--- src/rtl/ffra_pkg.sv ---
`default_nettype none
// ----------------------------------------------------------------------------
// ffra_pkg
// shared types and constants of the first-fit region allocator
// ----------------------------------------------------------------------------
package ffra_pkg;

	localparam int ADDR_W = 48;          // byte address and length width
	localparam int REQ_W  = 32;          // request size width
	localparam int SIZE_W = REQ_W + 1;   // page-rounded size, may reach 2^32
	localparam int SUM_W  = ADDR_W + 2;  // candidate address plus size
	localparam int CFG_IDX_W = 2;

	typedef enum logic {
		KIND_ALLOC = 1'b0,
		KIND_FREE  = 1'b1
	} kind_t;

	typedef enum logic [2:0] {
		ST_OK         = 3'd0,
		ST_BAD_SIZE   = 3'd1,
		ST_NO_ROOM    = 3'd2,
		ST_FULL       = 3'd3,
		ST_NULL       = 3'd4,
		ST_MISALIGNED = 3'd5,
		ST_NOT_FOUND  = 3'd6
	} status_t;

	typedef enum logic [CFG_IDX_W-1:0] {
		CFG_WINDOW_BASE = 2'd0,
		CFG_WINDOW_END  = 2'd1,
		CFG_MAX_REQUEST = 2'd2
	} cfg_idx_t;

	typedef enum logic [2:0] {
		S_IDLE,
		S_SCAN,
		S_PLACE,
		S_SHIFT,
		S_REMOVE,
		S_RESP
	} seq_state_t;

	typedef struct packed {
		kind_t             kind;
		logic [REQ_W-1:0]  request_bytes;
		logic [ADDR_W-1:0] free_address;
	} in_word_t;

	typedef struct packed {
		logic [ADDR_W-1:0] region_address;
		status_t           status;
	} out_word_t;

	typedef struct packed {
		logic [ADDR_W-1:0] window_base;
		logic [ADDR_W-1:0] window_end;
		logic [ADDR_W-1:0] max_request;
	} cfg_t;

	typedef struct packed {
		logic [ADDR_W-1:0] start;
		logic [ADDR_W-1:0] length;
	} entry_t;

	localparam logic [ADDR_W-1:0] WINDOW_BASE_RST = 48'h0;
	localparam logic [ADDR_W-1:0] WINDOW_END_RST  = 48'h0000_4000_0000;
	localparam logic [ADDR_W-1:0] MAX_REQUEST_RST = 48'h0000_4000_0000;

endpackage
`default_nettype wire

--- src/rtl/ffra_in_if.sv ---
`default_nettype none
// ----------------------------------------------------------------------------
// ffra_in_if
// request channel: valid/ready handshake carrying one request word
// ----------------------------------------------------------------------------
interface ffra_in_if;
	import ffra_pkg::*;

	logic     valid;
	logic     ready;
	in_word_t payload;

	modport source (output valid, output payload, input ready);
	modport sink   (input valid, input payload, output ready);
endinterface
`default_nettype wire

--- src/rtl/ffra_out_if.sv ---
`default_nettype none
// ----------------------------------------------------------------------------
// ffra_out_if
// response channel: valid/ready handshake carrying one response word
// ----------------------------------------------------------------------------
interface ffra_out_if;
	import ffra_pkg::*;

	logic      valid;
	logic      ready;
	out_word_t payload;

	modport source (output valid, output payload, input ready);
	modport sink   (input valid, input payload, output ready);
endinterface
`default_nettype wire

--- src/rtl/ffra_region_mem.sv ---
`default_nettype none
// ----------------------------------------------------------------------------
// ffra_region_mem
// region table storage, one write port and one registered read port
// ----------------------------------------------------------------------------
module ffra_region_mem #(
	parameter int DEPTH = 32,
	localparam int AW   = $clog2(DEPTH)
) (
	input  wire logic            clk,
	input  wire logic            we,
	input  wire logic [AW-1:0]   waddr,
	input  wire ffra_pkg::entry_t wdata,
	input  wire logic [AW-1:0]   raddr,
	output ffra_pkg::entry_t     rdata
);
	import ffra_pkg::*;

	entry_t mem [DEPTH];
	entry_t rdata_q;

	always_ff @(posedge clk) begin
		if (we) begin
			mem[waddr] <= wdata;
		end
	end

	always_ff @(posedge clk) begin
		rdata_q <= mem[raddr];
	end

	assign rdata = rdata_q;

endmodule
`default_nettype wire

--- src/rtl/ffra_seq.sv ---
`default_nettype none
// ----------------------------------------------------------------------------
// ffra_seq
// request sequencer: streams the region table through the read port for the
// first-fit or exact-match scan, then shifts entries to insert or remove
// ----------------------------------------------------------------------------
module ffra_seq #(
	parameter int MAX_REGIONS = 32,
	parameter int PAGE_BYTES  = 4096,
	localparam int IDX_W      = $clog2(MAX_REGIONS)
) (
	input  wire logic              clk,
	input  wire logic              arst_n,
	ffra_in_if.sink                req,
	input  wire ffra_pkg::cfg_t    cfg,
	output logic                   mem_we,
	output logic [IDX_W-1:0]       mem_waddr,
	output ffra_pkg::entry_t       mem_wdata,
	output logic [IDX_W-1:0]       mem_raddr,
	input  wire ffra_pkg::entry_t  mem_rdata,
	output logic                   res_valid,
	input  wire logic              res_ready,
	output ffra_pkg::out_word_t    res
);
	import ffra_pkg::*;

	localparam int CNT_W      = $clog2(MAX_REGIONS + 1);
	localparam int PAGE_SHIFT = $clog2(PAGE_BYTES);   // page size is a power of two
	localparam logic [SIZE_W-1:0] PAGE_MASK = SIZE_W'(PAGE_BYTES - 1);
	localparam logic [CNT_W-1:0]  CNT_MAX   = CNT_W'(MAX_REGIONS);

	seq_state_t          state_q, state_d;
	kind_t               kind_q, kind_d;
	logic [SIZE_W-1:0]   size_q, size_d;
	logic [ADDR_W-1:0]   faddr_q, faddr_d;
	logic [ADDR_W:0]     addr_q, addr_d;
	logic [CNT_W-1:0]    idx_q, idx_d;
	logic [CNT_W-1:0]    k_q, k_d;
	logic [CNT_W-1:0]    count_q, count_d;
	out_word_t           res_q, res_d;

	logic [SIZE_W-1:0]   size_sum;
	logic [SIZE_W-1:0]   size_c;
	logic [SUM_W-1:0]    fit_sum;
	logic [CNT_W-1:0]    raddr_c;

	// page rounding of the incoming request
	assign size_sum = {1'b0, req.payload.request_bytes} + PAGE_MASK;
	assign size_c   = size_sum & ~PAGE_MASK;

	// candidate end for the current gap
	assign fit_sum = SUM_W'(size_q) + SUM_W'(addr_q);

	assign req.ready = (state_q == S_IDLE);
	assign res_valid = (state_q == S_RESP);
	assign res       = res_q;
	assign mem_raddr = raddr_c[IDX_W-1:0];

	always_comb begin
		state_d   = state_q;
		kind_d    = kind_q;
		size_d    = size_q;
		faddr_d   = faddr_q;
		addr_d    = addr_q;
		idx_d     = idx_q;
		k_d       = k_q;
		count_d   = count_q;
		res_d     = res_q;
		raddr_c   = '0;
		mem_we    = 1'b0;
		mem_waddr = idx_q[IDX_W-1:0];
		mem_wdata = mem_rdata;

		unique case (state_q)
			S_IDLE: begin
				if (req.valid) begin
					kind_d  = req.payload.kind;
					size_d  = size_c;
					faddr_d = req.payload.free_address;
					addr_d  = (ADDR_W + 1)'(cfg.window_base);
					idx_d   = '0;
					res_d   = '{region_address: '0, status: ST_OK};
					if (req.payload.kind == KIND_ALLOC) begin
						if (size_c == '0 || ADDR_W'(size_c) > cfg.max_request) begin
							res_d.status = ST_BAD_SIZE;
							state_d      = S_RESP;
						end else begin
							state_d = S_SCAN;
						end
					end else begin
						if (req.payload.free_address == '0) begin
							res_d.status = ST_NULL;
							state_d      = S_RESP;
						end else if (req.payload.free_address[PAGE_SHIFT-1:0] != '0) begin
							res_d.status = ST_MISALIGNED;
							state_d      = S_RESP;
						end else begin
							state_d = S_SCAN;
						end
					end
				end
			end

			S_SCAN: begin
				// read data holds entry idx_q, next entry requested speculatively
				raddr_c = CNT_W'(idx_q + CNT_W'(1));
				if (kind_q == KIND_ALLOC) begin
					if (idx_q == count_q || fit_sum < SUM_W'(mem_rdata.start)) begin
						state_d = S_PLACE;
					end else begin
						addr_d = (ADDR_W + 1)'(mem_rdata.start) + (ADDR_W + 1)'(mem_rdata.length);
						idx_d  = CNT_W'(idx_q + CNT_W'(1));
					end
				end else begin
					if (idx_q == count_q) begin
						res_d.status = ST_NOT_FOUND;
						state_d      = S_RESP;
					end else if (mem_rdata.start == faddr_q) begin
						state_d = S_REMOVE;
					end else begin
						idx_d = CNT_W'(idx_q + CNT_W'(1));
					end
				end
			end

			S_PLACE: begin
				raddr_c = CNT_W'(count_q - CNT_W'(1));
				k_d     = count_q;
				if (fit_sum >= SUM_W'(cfg.window_end)) begin
					res_d.status = ST_NO_ROOM;
					state_d      = S_RESP;
				end else if (count_q >= CNT_MAX) begin
					res_d.status = ST_FULL;
					state_d      = S_RESP;
				end else begin
					state_d = S_SHIFT;
				end
			end

			S_SHIFT: begin
				// read data holds entry k_q-1, moved up to k_q
				raddr_c = CNT_W'(k_q - CNT_W'(2));
				mem_we  = 1'b1;
				if (k_q == idx_q) begin
					mem_waddr       = idx_q[IDX_W-1:0];
					mem_wdata.start  = addr_q[ADDR_W-1:0];
					mem_wdata.length = ADDR_W'(size_q) + ADDR_W'(PAGE_BYTES);
					count_d          = CNT_W'(count_q + CNT_W'(1));
					res_d.region_address = addr_q[ADDR_W-1:0];
					res_d.status     = ST_OK;
					state_d          = S_RESP;
				end else begin
					mem_waddr = k_q[IDX_W-1:0];
					k_d       = CNT_W'(k_q - CNT_W'(1));
				end
			end

			S_REMOVE: begin
				// read data holds entry idx_q+1, moved down to idx_q
				raddr_c = CNT_W'(idx_q + CNT_W'(2));
				if (CNT_W'(idx_q + CNT_W'(1)) == count_q) begin
					count_d      = CNT_W'(count_q - CNT_W'(1));
					res_d.status = ST_OK;
					state_d      = S_RESP;
				end else begin
					mem_we    = 1'b1;
					mem_waddr = idx_q[IDX_W-1:0];
					idx_d     = CNT_W'(idx_q + CNT_W'(1));
				end
			end

			S_RESP: begin
				if (res_ready) begin
					state_d = S_IDLE;
				end
			end

			default: begin
				state_d = S_IDLE;
			end
		endcase
	end

	always_ff @(posedge clk or negedge arst_n) begin
		if (!arst_n) begin
			state_q <= S_IDLE;
			count_q <= '0;
		end else begin
			state_q <= state_d;
			count_q <= count_d;
		end
	end

	always_ff @(posedge clk) begin
		kind_q  <= kind_d;
		size_q  <= size_d;
		faddr_q <= faddr_d;
		addr_q  <= addr_d;
		idx_q   <= idx_d;
		k_q     <= k_d;
		res_q   <= res_d;
	end

`ifndef SYNTHESIS
	// table never holds more regions than it has entries
	assert property (@(posedge clk) disable iff (!arst_n) count_q <= CNT_MAX)
		else $error("region count above table depth");

	// table is written only while shifting entries
	assert property (@(posedge clk) disable iff (!arst_n)
		mem_we |-> (state_q == S_SHIFT || state_q == S_REMOVE))
		else $error("table write outside shift");

	// insert shift never walks below the insert position
	assert property (@(posedge clk) disable iff (!arst_n)
		(state_q == S_SHIFT) |-> (k_q >= idx_q && k_q <= count_q))
		else $error("insert shift out of range");

	// remove shift stays inside the valid entries
	assert property (@(posedge clk) disable iff (!arst_n)
		(state_q == S_REMOVE) |-> (idx_q < count_q))
		else $error("remove shift out of range");

	// a completed insert adds exactly one region
	assert property (@(posedge clk) disable iff (!arst_n)
		(state_q == S_SHIFT && k_q == idx_q) |=> (count_q == CNT_W'($past(count_q) + 1)))
		else $error("insert did not bump region count");
`endif

endmodule
`default_nettype wire

--- src/rtl/first_fit_region_allocator.sv ---
`default_nettype none
// ----------------------------------------------------------------------------
// first_fit_region_allocator
// first-fit allocator of page-rounded regions inside an address window
// ----------------------------------------------------------------------------
//  channel   dir  handshake      word
//  req       in   valid/ready    kind, request_bytes, free_address
//  rsp       out  valid/ready    region_address, status
//  cfg       in   cfg_we only    cfg_index, cfg_data
//
//  one read per cycle streams the table through the memory read port for
//  the scan, then one entry per cycle moves on insert or remove
//  rejections decided from the request alone skip the scan
//  reset clears the region count and presets config, table needs no sweep
//  a new request is taken while the previous response waits in rsp
// ----------------------------------------------------------------------------
module first_fit_region_allocator #(
	parameter int MAX_REGIONS = 32,
	parameter int PAGE_BYTES  = 4096     // power of two
) (
	input  wire logic                          clk,
	input  wire logic                          arst_n,
	ffra_in_if.sink                            req,
	ffra_out_if.source                         rsp,
	input  wire logic                          cfg_we,
	input  wire logic [ffra_pkg::CFG_IDX_W-1:0] cfg_index,
	input  wire logic [ffra_pkg::ADDR_W-1:0]   cfg_data
);
	import ffra_pkg::*;

	localparam int IDX_W = $clog2(MAX_REGIONS);

	// configuration registers
	cfg_t cfg_q;

	always_ff @(posedge clk or negedge arst_n) begin
		if (!arst_n) begin
			cfg_q.window_base <= WINDOW_BASE_RST;
			cfg_q.window_end  <= WINDOW_END_RST;
			cfg_q.max_request <= MAX_REQUEST_RST;
		end else if (cfg_we) begin
			unique case (cfg_index)
				CFG_WINDOW_BASE: cfg_q.window_base <= cfg_data;
				CFG_WINDOW_END:  cfg_q.window_end  <= cfg_data;
				CFG_MAX_REQUEST: cfg_q.max_request <= cfg_data;
				default: ;   // unused index, write dropped
			endcase
		end
	end

	// region table memory
	logic             mem_we;
	logic [IDX_W-1:0] mem_waddr;
	logic [IDX_W-1:0] mem_raddr;
	entry_t           mem_wdata;
	entry_t           mem_rdata;

	ffra_region_mem #(
		.DEPTH (MAX_REGIONS)
	) u_mem (
		.clk   (clk),
		.we    (mem_we),
		.waddr (mem_waddr),
		.wdata (mem_wdata),
		.raddr (mem_raddr),
		.rdata (mem_rdata)
	);

	// sequencer: scan, insert and remove
	logic      res_valid;
	logic      res_ready;
	out_word_t res;

	ffra_seq #(
		.MAX_REGIONS (MAX_REGIONS),
		.PAGE_BYTES  (PAGE_BYTES)
	) u_seq (
		.clk       (clk),
		.arst_n    (arst_n),
		.req       (req),
		.cfg       (cfg_q),
		.mem_we    (mem_we),
		.mem_waddr (mem_waddr),
		.mem_wdata (mem_wdata),
		.mem_raddr (mem_raddr),
		.mem_rdata (mem_rdata),
		.res_valid (res_valid),
		.res_ready (res_ready),
		.res       (res)
	);

	// response word register, loads when empty or being drained
	logic      out_valid_q;
	out_word_t out_word_q;

	assign res_ready = !out_valid_q || rsp.ready;

	always_ff @(posedge clk or negedge arst_n) begin
		if (!arst_n) begin
			out_valid_q <= 1'b0;
		end else if (res_ready) begin
			out_valid_q <= res_valid;
		end
	end

	always_ff @(posedge clk) begin
		if (res_ready && res_valid) begin
			out_word_q <= res;
		end
	end

	assign rsp.valid   = out_valid_q;
	assign rsp.payload = out_word_q;

endmodule
`default_nettype wire

--- src/flat_wrapper.sv ---
// flat-port wrapper written by rule: the top's interface ports become plain ports
module first_fit_region_allocator_flat import ffra_pkg::*;
#(
	parameter int MAX_REGIONS = 32,
	parameter int PAGE_BYTES  = 4096                    
)
  (clk, arst_n, cfg_we, cfg_index, cfg_data, req_valid, req_payload, req_ready, rsp_valid, rsp_payload, rsp_ready);
  ffra_in_if req_i ();
  ffra_out_if rsp_i ();
  input  wire logic clk;
  input  wire logic arst_n;
  input  wire logic cfg_we;
  input  wire logic [ffra_pkg::CFG_IDX_W-1:0] cfg_index;
  input  wire logic [ffra_pkg::ADDR_W-1:0] cfg_data;
  input wire logic [$bits(req_i.valid)-1:0] req_valid;
  input wire logic [$bits(req_i.payload)-1:0] req_payload;
  output wire logic [$bits(req_i.ready)-1:0] req_ready;
  output wire logic [$bits(rsp_i.valid)-1:0] rsp_valid;
  output wire logic [$bits(rsp_i.payload)-1:0] rsp_payload;
  input wire logic [$bits(rsp_i.ready)-1:0] rsp_ready;
  assign req_i.valid = req_valid;
  assign req_i.payload = req_payload;
  assign req_ready = req_i.ready;
  assign rsp_valid = rsp_i.valid;
  assign rsp_payload = rsp_i.payload;
  assign rsp_i.ready = rsp_ready;
  first_fit_region_allocator #(.MAX_REGIONS(MAX_REGIONS), .PAGE_BYTES(PAGE_BYTES)) u_core (.clk(clk), .arst_n(arst_n), .req(req_i), .rsp(rsp_i), .cfg_we(cfg_we), .cfg_index(cfg_index), .cfg_data(cfg_data));
endmodule
--- config.mk ---
export PLATFORM = sky130hd
export DESIGN_NAME = first_fit_region_allocator_flat
export DESIGN_NICKNAME = d
export VERILOG_FILES = /design/src/rtl/ffra_pkg.sv /design/src/rtl/ffra_in_if.sv /design/src/rtl/ffra_out_if.sv /design/src/rtl/ffra_region_mem.sv /design/src/rtl/ffra_seq.sv /design/src/rtl/first_fit_region_allocator.sv /design/src/flat_wrapper.sv
export SDC_FILE = /design/constraint.sdc
export NUM_CORES = 2
export LEC_CHECK = 0
export ABC_AREA = 0
export BUFFER_PORTS_ARGS = -buffer_cell sky130_fd_sc_hd__buf_4
export CAP_MARGIN = 20
export CORE_MARGIN = 2
export CORE_UTILIZATION = 50
export CTS_CLUSTER_SIZE = 24
export DETAILED_ROUTE_END_ITERATION = 7
export GPL_TIMING_DRIVEN = 0
export PLACE_DENSITY = 0.66
export SYNTH_ARGS = -nofsm -noshare
export SYNTH_HDL_FRONTEND = slang
export SYNTH_SLANG_ARGS = --single-unit
--- constraint.sdc ---
create_clock -name clk -period 8 [get_ports clk]
set_clock_uncertainty 0.05 [all_clocks]
set_input_delay 0.8 -clock clk [delete_from_list [all_inputs] [get_ports clk]]
set_output_delay 0.8 -clock clk [all_outputs]
set_load 0.05 [all_outputs]
==> summary.md <==
| Metric | Value |
|---|---|
| Status | `finished with violations` |
| Failing checks | `design-rule violations` |
| Vias in the first global route | `96.2k` |
| Via Count | `100k` |
| First-pass GRT wire length | `672 mm` |
| Post-synth ARST share | `4.33%` |
| Skew-Pair Late Insertion Delay | `0.94 ns` |
| Tcrit/Tclk final | `98.5%` |
| CP Buf/Inv Count | `1` |
| Post-Syn Instances | `11.4k` |
| Worst path cell trace | `ha_1 > a21o_1 > a21oi_1 > o21ai_0 > a21oi_1 > a2111oi_2 > a2111oi_4 > or3b_1 > or2_2 > xnor2_1 > ha_1 > nand4_1 > nor4_2 > nand2_1 > or3_1 > a211oi_1 > nor3_1 > buf_4 > o31ai_1 > or3_1 > o22a_1 > a21boi_0` |
| Final Hold Vio Count | `0` |
| Die ar. | `298000 µm²` |
| DRC Markers | `1` |
| PortBufs | `188` |
| FF+latch area | `105000 µm²` |
| Routed wire per std cell | `29.1 µm` |
| CTS Buf Count | `360` |
| Remaining antenna violation count after routing | `0` |
| Syn Area/Cell | `12.9 µm²` |
| Post-synthesis cell type count | `88` |
| # rows | `198` |
| Crit path max fanout | `4` |
| Min cycle time layout | `7.88 ns` |
| Fillers | `22.5k` |
| TritonCTS Sinks | `3555` |
| Arrival time at the worst endpoint | `8.39 ns` |
| Area of the multi-input gates | `38600 µm²` |
| Post-Syn Nets | `11.7k` |
| Reg2reg start | `u_core.u_seq.size_q[12]$_DFFE_PP_` |
| Sequential share of the synthesized area | `71.6%` |
| Post-DP HPWL | `347 mm` |
| Congestion Overflow GR | `0` |
| Initial core utilization | `50.3%` |
| Io pins | `189` |
| Post-synth EDFFs | `3305` |
| Pin count of the biggest net entering global routing | `83` |
| Synth warn | `0` |
| CTS max path bufs | `4` |
| CTS tree | `built` |
| Nets | `12.5k` |
| Crit-path slowest cell | `edfxtp_1` |
| Total track usage | `31.3%` |
| Worst-Margin Slew | `1.30 ns` |
| Fmax | `0.127 GHz` |
| Yosys reg bits | `3555` |
| Placer congestion estimate | `0.979` |
| Worst setup SP type | `register` |
| Final setup viols | `0` |
| CP peak stage delay | `0.78 ns` |
| # H-tree levels | `5` |
| RSZ-0062 raised after global routing | `false` |
| HP Start | `req_payload[15]` |
| Initial antenna violation count | `52` |
| Die Wd | `546 µm` |
| Core footprint | `291000 µm²` |
| Via/cell ratio | `6.09` |
| Crit path max-delay family | `compound AO/OA/AOI/OAI gates` |
| Setup Buffers After CTS | `0` |
| Hold Slack | `0.0473 ns` |
| Iteration-0 DRC Markers | `13.0k` |
| Share of layout cells above drive strength 1 | `10.6%` |
| Slew Limit Fails | `0` |
| Slew HR | `13.1%` |
| Drt pass-1 iters | `8` |
| Worst hold-check path type | `primary input to register` |
| WL final | `478 mm` |
| Max Cap Viol | `0` |
| Cell Area, Synth | `147000 µm²` |
| Die Ht | `546 µm` |
| Req. time, crit path | `8.51 ns` |
| Clock transition at the registers of the reported paths | `0.06 ns` |
| Worst setup startpoint | `u_core.u_seq.size_q[12]$_DFFE_PP_` |
| Critical path endpoint category | `register` |
| Dominant synthesized flop cell | `edfxtp_1` |
| CP Class | `register to register` |
| Root buffer cell | `clkbuf_16` |
| Area grow syn2layout | `15.6%` |
## what timing repair did
action	4_1_cts	5_1_grt
hold buffers	31	0
hold endpoints to repair	101	0
endpoints found under the setup margin	3	0
resized for setup	1	0
## registers in the layout (all words and copies together), names as in the netlist
name	count
u_core.rsp.valid	1
u_core.u_seq.state_q	3
u_core.u_seq.faddr_q	48
u_core.u_seq.size_q	21
u_core.u_seq.res	51
u_core.u_seq.k_q	6
u_core.u_seq.count_q	6
u_core.u_seq.addr_q	49
u_core.rsp.payload	51
u_core.u_mem.mem	3072
u_core.cfg_q	144
u_core.u_seq.kind_q	1
u_core.u_mem.rdata	96
u_core.u_seq.idx_q	6
## worst paths after layout
path	slack (ns)	endpoint	cells after the start
setup / recovery	0.12	u_core.u_seq.res[0]$_DFFE_PP_	22
hold / removal	0.05	u_core.u_seq.faddr_q[15]$_DFFE_PP_	1
setup reg to reg	0.12	u_core.u_seq.res[0]$_DFFE_PP_	22
hold reg to reg	0.36	u_core.rsp.payload[17]$_DFFE_PP_	0
max in group asynchronous	6.61	u_core.cfg_q[104]$_DFFE_PN0P_	3
min in group asynchronous	0.37	u_core.u_seq.count_q[4]$_DFFE_PN0P_	2
## Yosys cell counts, types with 4 or more instances
master | n | area (µm²)
a21o_1 | 68 | 510
a221o_1 | 5 | 50.1
nand2b_1 | 14 | 87.6
inv_1 | 161 | 604
nor2b_1 | 10 | 62.6
or4_1 | 6 | 45.0
nand2_1 | 3254 | 12200
o31ai_1 | 110 | 826
or3_1 | 5 | 31.3
o21a_1 | 8 | 60.1
ha_1 | 194 | 2430
xor2_1 | 106 | 928
and3_1 | 401 | 2510
nor4_1 | 42 | 263
o21ai_0 | 135 | 676
o211ai_1 | 4 | 30.0
a221oi_1 | 6 | 52.6
or2_2 | 6 | 37.5
mux2_2 | 192 | 2160
o311ai_0 | 98 | 858
edfxtp_1 | 3305 | 99200
buf_1 | 49 | 184
nand4_1 | 50 | 313
a311oi_1 | 576 | 5040
dfrtp_1 | 152 | 3800
buf_2 | 89 | 445
nand3b_1 | 7 | 52.6
nor3_1 | 27 | 135
and2_1 | 81 | 507
a211oi_1 | 17 | 128
dfxtp_1 | 96 | 1920
clkbuf_1 | 592 | 2220
a31oi_1 | 6 | 37.5
mux2i_1 | 4 | 40.0
a21oi_1 | 109 | 546
o21ai_1 | 7 | 35.0
xnor2_1 | 90 | 788
nand3_1 | 1098 | 5500
nor2_1 | 109 | 409
o21bai_1 | 19 | 143
## area by class of cell
class	instances	share of cell area, %
flip-flops and latches	3555	62.0
clock inverters	178	1.05
well taps	3900	2.88
repair buffers	414	3.34
inverters	161	0.356
plain buffers	733	1.72
multi-input cells	6928	22.8
diodes	82	0.121
clock buffers	472	5.80
## metal layers
metal | global-route usage, % | vias to the layer above | share of wire (%)
li1 | - | 43734 | -
met1 | 38.0 | 49487 | 36
met2 | 49.4 | 5683 | 46
met3 | 8.99 | 1141 | 11
met4 | 19.5 | 20 | 6.7
met5 | 0 | - | 0.028
## through the flow
stage / std cells / setup TNS [ns] / util (%) / area (µm²) / setup WS [ns]
floorplan: 11377 / 0 / - / 147000 / 1.55
global placement: 15465 / -8446.75 / 52.5 / 153000 / -3.76
detailed placement: 15633 / -0.652 / 53.8 / 157000 / -0.217
CTS: 16314 / 0 / 57.9 / 169000 / 0.0685
global route: 16363 / 0 / 58.1 / 169000 / 0.0310
finish: 16423 / 0 / 58.2 / 170000 / 0.120
## placed cells by master, fill, tap and decap left out, types with 31 or more instances in the layout
cell type	count
a21o_1	68
a21oi_1	106
a311oi_1	576
and2_1	80
and3_1	401
buf_1	49
buf_12	115
buf_16	33
buf_2	90
buf_4	191
buf_8	32
clkbuf_1	638
clkbuf_16	375
clkbuf_2	37
clkinv_1	45
clkinv_2	52
dfrtp_1	152
dfxtp_1	96
diode_2	82
dlygate4sd3_1	31
edfxtp_1	3305
ha_1	194
inv_1	161
mux2_2	192
nand2_1	3254
nand3_1	1098
nand4_1	50
nor2_1	77
nor2_4	32
nor4_1	41
o21ai_0	112
o311ai_0	98
o31ai_1	110
xnor2_1	90
xor2_1	106
## kinds of logic (layout without fill, tap and decap cells)
group	count (synthesis)	in the layout	synth area share (%)
XOR/XNOR	196	196	1.17
other	0	82	0
buffers and inverters	894	1958	2.37
adder cells (fa/ha/maj)	196	196	1.68
multiplexers	196	196	1.50
AO/OA/AOI/OAI	1213	1213	6.47
flip-flops	3555	3555	71.6
AND/OR/NAND/NOR	5127	5127	15.2
Power is not shown: default switching activity piles up to over one toggle a cycle in this logic, so the estimate is an artifact.
